`src/design/nwl_pkg.sv`:
```
// Package for the nearest waypoint lookahead block: field widths, codes,
// payload structs and the controller state type.
// No dependencies.
package nwl_pkg;

    // Coordinate width is fixed by the payload structs.
    localparam int COORD_BITS = 24;
    localparam int TABLE_DEPTH_DEFAULT = 1024;

    // Result field widths.
    localparam int INDEX_W = 10;
    localparam int COUNT_W = 11;

    // Squared distance: each square fits 2*COORD_BITS, their sum one more bit.
    localparam int SQ_W = 2 * COORD_BITS;
    localparam int DIST_W = SQ_W + 1;

    // Input item kinds.
    localparam logic [1:0] KIND_CLEAR  = 2'd0;
    localparam logic [1:0] KIND_APPEND = 2'd1;
    localparam logic [1:0] KIND_QUERY  = 2'd2;

    // Result status codes.
    localparam logic [1:0] STATUS_OK    = 2'd0;
    localparam logic [1:0] STATUS_FULL  = 2'd1;
    localparam logic [1:0] STATUS_EMPTY = 2'd2;

    // Input transfer payload.
    typedef struct packed {
        logic [1:0]                   kind;
        logic signed [COORD_BITS-1:0] coord_x;
        logic signed [COORD_BITS-1:0] coord_y;
        logic [COORD_BITS-1:0]        lookahead;
    } nwl_in_t;

    // Result transfer payload.
    typedef struct packed {
        logic [1:0]         status;
        logic [INDEX_W-1:0] closest_index;
        logic [COUNT_W-1:0] run_count;
    } nwl_out_t;

    // One stored path point.
    typedef struct packed {
        logic signed [COORD_BITS-1:0] x;
        logic signed [COORD_BITS-1:0] y;
    } nwl_point_t;

    // Query controller states.
    typedef enum logic [1:0] {
        ST_IDLE,
        ST_SCAN,
        ST_RUN,
        ST_DONE
    } nwl_state_t;

endpackage

```
`src/design/nwl_dist_pipe.sv`:
```
// Three-stage squared distance pipeline: absolute differences, squares, sum.
// Depends on nwl_pkg.
module nwl_dist_pipe
    import nwl_pkg::*;
(
    input  logic                         aclk,
    input  logic                         aresetn,
    input  logic                         in_valid,
    input  nwl_point_t                   in_point,
    input  logic signed [COORD_BITS-1:0] ego_x,
    input  logic signed [COORD_BITS-1:0] ego_y,
    output logic                         out_valid,
    output logic [DIST_W-1:0]            out_dist,
    output logic                         busy
);

    logic signed [COORD_BITS:0] diff_x;
    logic signed [COORD_BITS:0] diff_y;
    logic [COORD_BITS-1:0]      abs_x;
    logic [COORD_BITS-1:0]      abs_y;

    logic                  v1_reg;
    logic                  v2_reg;
    logic                  v3_reg;
    logic [COORD_BITS-1:0] dx_reg;
    logic [COORD_BITS-1:0] dy_reg;
    logic [SQ_W-1:0]       sqx_reg;
    logic [SQ_W-1:0]       sqy_reg;
    logic [DIST_W-1:0]     dist_reg;

    // Differences one bit wider than the coordinates; the magnitude always
    // fits back into COORD_BITS bits.
    assign diff_x = {in_point.x[COORD_BITS-1], in_point.x} - {ego_x[COORD_BITS-1], ego_x};
    assign diff_y = {in_point.y[COORD_BITS-1], in_point.y} - {ego_y[COORD_BITS-1], ego_y};
    assign abs_x  = diff_x[COORD_BITS] ? COORD_BITS'(-diff_x) : diff_x[COORD_BITS-1:0];
    assign abs_y  = diff_y[COORD_BITS] ? COORD_BITS'(-diff_y) : diff_y[COORD_BITS-1:0];

    // Stage valid bits.
    always_ff @(posedge aclk) begin
        if (!aresetn) begin
            v1_reg <= 1'b0;
            v2_reg <= 1'b0;
            v3_reg <= 1'b0;
        end else begin
            v1_reg <= in_valid;
            v2_reg <= v1_reg;
            v3_reg <= v2_reg;
        end
    end

    // Datapath: magnitudes, then squares, then their sum.
    always_ff @(posedge aclk) begin
        dx_reg   <= abs_x;
        dy_reg   <= abs_y;
        sqx_reg  <= dx_reg * dx_reg;
        sqy_reg  <= dy_reg * dy_reg;
        dist_reg <= DIST_W'(sqx_reg) + DIST_W'(sqy_reg);
    end

    assign out_valid = v3_reg;
    assign out_dist  = dist_reg;
    assign busy      = v1_reg | v2_reg | v3_reg;

endmodule

```
`config.mk`:
```
export PLATFORM = sky130hd
export DESIGN_NAME = nwl_dist_pipe
export DESIGN_NICKNAME = d
export VERILOG_FILES = /design/src/design/nwl_pkg.sv /design/src/design/nwl_dist_pipe.sv
export SDC_FILE = /design/constraint.sdc
export NUM_CORES = 2
export LEC_CHECK = 0
export BUFFER_PORTS_ARGS = -buffer_cell sky130_fd_sc_hd__buf_4
export CAP_MARGIN = 15
export CELL_PAD_IN_SITES_DETAIL_PLACEMENT = 1
export CELL_PAD_IN_SITES_GLOBAL_PLACEMENT = 2
export CORE_MARGIN = 8
export CORE_UTILIZATION = 42
export CTS_CLUSTER_DIAMETER = 150
export DETAILED_ROUTE_END_ITERATION = 16
export GPL_TIMING_DRIVEN = 0
export PLACE_DENSITY_LB_ADDON = 0.1
export SYNTH_ARGS = -nofsm -noshare
export SYNTH_HDL_FRONTEND = slang
export SYNTH_SLANG_ARGS = --single-unit
```
`constraint.sdc`:
```
create_clock -name aclk -period 8.3 [get_ports aclk]
set_input_delay 0 -clock aclk [delete_from_list [all_inputs] [get_ports aclk]]
set_output_delay 0 -clock aclk [all_outputs]
set_load 0.01 [all_outputs]
```
Word-level counts from Yosys, hierarchy flattened
Index checks and enable logic that the tools add are counted.
{"block": "op_classes", "order_cmp": 0, "add_sub_neg": 5, "bitwise_logic": 2, "div": 0, "reduce_logical": 0, "eq_ne": 0, "shift": 0, "muxes": 2, "multipliers": 2}
{"cell": "$mul 24x24->48", "count": 2}
{"cell": "$sub 24x24->25", "count": 2}
{"cell": "$add 48x48->49", "count": 1}
{"cell": "$mux 24", "count": 2}
{"cell": "$neg 24->24", "count": 2}
{"cell": "$or 1x1->1", "count": 2}
{"block": "totals", "out_inout_bits": 51, "memories": 0, "romBits": 0, "reg_bits": 196, "latchBits": 0, "ramBits": 0, "inputBits": 99}

Longest topological paths before layout
{"block": "depth", "depth_word": 3, "depth_mapped": 29, "mapped_depth_nobuf": 28}

Least setup slack after synthesis
Ideal clock, no wire load.
{"block": "synth_timing", "path_kind": "register to register", "startpoint": "register dy_reg[17]", "endpoint": "register sqy_reg[46]", "t_arrival_ps": 7001, "setup_time_ps": 72, "path_stages_with_launch": 27, "slack_ps": 1227, "n_path_buf": 2, "cell_sequence": "dfxtp_1 > clkbuf_1 > clkbuf_1 > nand2_1 > fa_1 > inv_1 > fa_1 > inv_1 > fa_1 > fa_1 > inv_1 > fa_1 > fa_1 > inv_1 > fa_1 > inv_1 > ha_1 > a21o_1 > a21o_1 > a21o_1 > a311o_1 > a31oi_1 > o21a_1 > o2111ai_1 > a41o_1 > a21oi_1 > xnor2_1"}
{"block": "synth_between", "elab_chain_cells": 1}
{"element": "from (decl)", "line": "nwl_dist_pipe.sv:26", "text": "logic [COORD_BITS-1:0] dy_reg;"}
{"element": "from (signal assigned)", "line": "nwl_dist_pipe.sv:54", "text": "dy_reg <= abs_y;"}
{"element": "$mul 24x24->48", "line": "nwl_dist_pipe.sv:56", "text": "sqy_reg <= dy_reg * dy_reg;"}
{"element": "to (signal assigned)", "line": "nwl_dist_pipe.sv:56"}
{"element": "to (decl)", "line": "nwl_dist_pipe.sv:28", "text": "logic [SQ_W-1:0] sqy_reg;"}
Every way passes these cells.
A chain may end at the register's enable or synchronous reset.

Worst setup path after layout
{"block": "layout_timing", "startpoint": "register dy_reg[21]", "endpoint": "register sqy_reg[45]"}
Same word-level chain as after synthesis.

==> results.sh <==
export IMPL_cp_required_ps=8700
export IMPL_clkSinkCount=194
export IMPL_synthTopCellsByArea="fa_1 40%, ha_1 13%, inv_1 11%"
export IMPL_max_stage_delay_ps=690
export IMPL_worstRegToRegCells=23
export IMPL_syn_cell_area_mm2=0.0422
export IMPL_final_hold_violation_count=0
export IMPL_largest_reg_flops=49
export IMPL_ys_seq_area_share_pct=9.20
export IMPL_syn_inst=4661
export IMPL_crit_type="reg2reg"
export IMPL_postSynthAreaPerCell_um2=9.05
export IMPL_track_usage_pct=21.9
export IMPL_grt_pass1_wl_mm=192
export IMPL_dieHeight_um=333
export IMPL_fp_dieW_um=333
export IMPL_die_area_mm2=0.111
export IMPL_path_depth=23
export IMPL_synth_most_common_cell="inv_1"
export IMPL_synth_seq_cells=194
export IMPL_cp_start_kind="flop"
export IMPL_io_pins=150
export IMPL_drc=0
export IMPL_maxSlewViolCount=0
export IMPL_r2r_end="sqy_reg[45]$_DFF_P_"
export IMPL_async_reset_ff_share_pct=0
export IMPL_status="finished clean"
export IMPL_hold_class="in2reg"
export IMPL_ant_nets=0
export IMPL_clock_skew_ps=23.9
export IMPL_insertion_delay_ps=510
export IMPL_clkSlewWorstSetupHoldPaths_ps=90
export IMPL_area_growth_pct=8.71
export IMPL_yosysTopAreaCell="fa_1"
export IMPL_routedWlPerCell_um=19.2
export IMPL_min_period_ps=7960
export IMPL_setup_viol=0
export IMPL_io_buffers=149
export IMPL_hold_path_depth=4
export IMPL_num_rows=116
export IMPL_relSlewSlack_pct=35.9
export IMPL_cts_tree="done"
export IMPL_synth_flop_cell="dfxtp_1"
export IMPL_drv_cap=0
export IMPL_worstSetupEndpointType="flop"
export IMPL_drive_gt1_share_pct=6.72
export IMPL_crit_fanout=10
export IMPL_crit_buf_inv=5
export IMPL_fin_util_pct=45.9
export IMPL_critical_path_slowest_cell="dfxtp_1"
export IMPL_cts_path_max_buffers=2
export IMPL_wl_mm=118
export IMPL_grt_max_degree=21
export IMPL_start_util_pct=42.3
export IMPL_antenna_found_initial=6
export IMPL_firstDrtPassIters=5
export IMPL_place_congestion=0.904
export IMPL_hold_path_end="dy_reg[1]$_DFF_P_"
export IMPL_dp_cells=6108
export IMPL_cp_data_arrival_time_ps=8350
export IMPL_grt_pass1_vias=34800
export IMPL_path_cells="clkbuf_1, and2_1, fa_1, fa_1, fa_1, inv_1, fa_1, inv_1, fa_1, fa_1, inv_1, fa_1, inv_1, ha_1, and3_1, and3_1, nor4b_2, o21ai_1, a21oi_1, nor2_1, o21ai_0, a21oi_1, xnor2_1"
export IMPL_synth_edf_count=0
export IMPL_cts_buffers=17
export IMPL_drtIter0Drc=1278
export IMPL_r2r_start="dy_reg[21]$_DFF_P_"
export IMPL_yosysWarnings=0
export IMPL_tightest_slew_ps=961
export IMPL_final_cells=6154
export IMPL_postCtsSetupRepairBufs=0
export IMPL_synth_distinct_cells=84
export IMPL_clock_root_buffer="clkbuf_16"
export IMPL_rrSetupSlack_ps=340
export IMPL_crit_top_cell="fa_1"
export IMPL_synth_nets=6059
export IMPL_period_share_pct=95.9
export IMPL_rsz0062_at_grt="false"
export IMPL_fp_coreArea_mm2=0.0999
export IMPL_synth_top_cell_area_share_pct=40.1
export IMPL_hold_start="in_point[1]"
export IMPL_critical_path_top_delay_family="adder cells"
export IMPL_clock_fmax_ghz=0.126
export IMPL_design_final_nets=6237
export IMPL_drt_vias_per_instance=5.00
export IMPL_grt_ovfl_total=0
export IMPL_htreeDepth=4
export IMPL_dp_hpwl_mm=102
export IMPL_ys_top_cells_by_count="1284 x inv_1, 845 x fa_1, 454 x ha_1"
export IMPL_vias=30800
[cell usage in the layout, fill, tap and decap left out, types with 18 or more instances in the layout]
master	netlist	final
a21o_1	85	85
a21oi_1	164	163
a31oi_1	20	19
and2_1	229	229
buf_4	1	150
clkbuf_1	114	46
clkbuf_2	1	59
dfxtp_1	194	180
fa_1	845	845
ha_1	454	454
inv_1	1284	1284
nand2_1	406	406
nand2b_1	19	19
nand3_1	41	41
nand4_1	18	18
nor2_1	153	153
nor2b_1	31	31
nor3_1	31	31
o21a_1	26	26
o21ai_0	87	84
o21bai_1	24	24
xnor2_1	143	143
xor2_1	72	72
[repair_timing]
action                                 in CTS  in global routing
endpoints found under the hold margin      10                  0
resized for setup                          51                 95
hold buffers                               11                  0
setup endpoints to repair                  34                 22
pin swaps                                   0                  0
[kinds of logic after synthesis]
kind of cell / Yosys count / synth area share (%)
and+or+nand+nor: 998 / 11.6
muxes: 6 / 0.151
adders and majority gates: 1299 / 53.5
xor gates and xnor gates: 216 / 4.50
AOI/OAI and AO/OA: 541 / 8.45
DFF: 194 / 9.20
buffers and inverters: 1407 / 12.6
[cell type report]
class,instances,area (um2)
multi-input combinational,3060,33100
clock buffer,17,425
fill,11700,54000
tap,1298,1620
antenna,4,10.0
buffer,121,572
clock inverter,15,178
sequential,194,3900
inverter,1284,4820
timing repair buffer,161,1240
[through the flow]
stage | hold slack, ps | setup TNS [ps] | worst slack, ps | instance area, um2
6_report | 52.9 | 0 | 343 | 45900
5_1_grt | 70.5 | 0 | 1.08 | 45900
4_1_cts | 14.0 | 0 | 20.7 | 45800
3_5_place_dp | 213 | -15340 | -963 | 44900
3_3_place_gp | 217 | -14220 | -970 | 44900
2_1_floorplan | 122 | 0 | 1230 | 42200
[worst reg2reg max path: stages, from the launching register on]
cell	delay (ps)
dfxtp_1	690
clkbuf_1	590
and2_1	290
fa_1	450
fa_1	550
fa_1	550
inv_1	60
fa_1	500
inv_1	50
fa_1	480
fa_1	500
inv_1	50
fa_1	520
inv_1	60
ha_1	360
and3_1	230
and3_1	260
nor4b_2	560
o21ai_1	230
a21oi_1	300
nor2_1	110
o21ai_0	210
a21oi_1	110
xnor2_1	130
[routing by layer]
layer	part of all wire [%]	GRT usage (%)
met1	47	30.7
met2	47	36.5
met3	4.5	2.85
met4	1.7	4.25
met5	0.038	0
[how the worst max path moves through the flow]
stage / from / to / slack [ps]
floorplan: dy_reg[17]$_DFF_P_ / sqy_reg[46]$_DFF_P_ / 1230
global placement: dx_reg[4]$_DFF_P_ / sqx_reg[45]$_DFF_P_ / -970
detailed placement: dx_reg[4]$_DFF_P_ / sqx_reg[45]$_DFF_P_ / -960
CTS: dy_reg[16]$_DFF_P_ / sqy_reg[43]$_DFF_P_ / 20
global route: dx_reg[8]$_DFF_P_ / sqx_reg[45]$_DFF_P_ / 1
finish: dy_reg[21]$_DFF_P_ / sqy_reg[45]$_DFF_P_ / 340
Power is not shown: default switching activity piles up to over one toggle a cycle in this logic, so the estimate is an artifact.
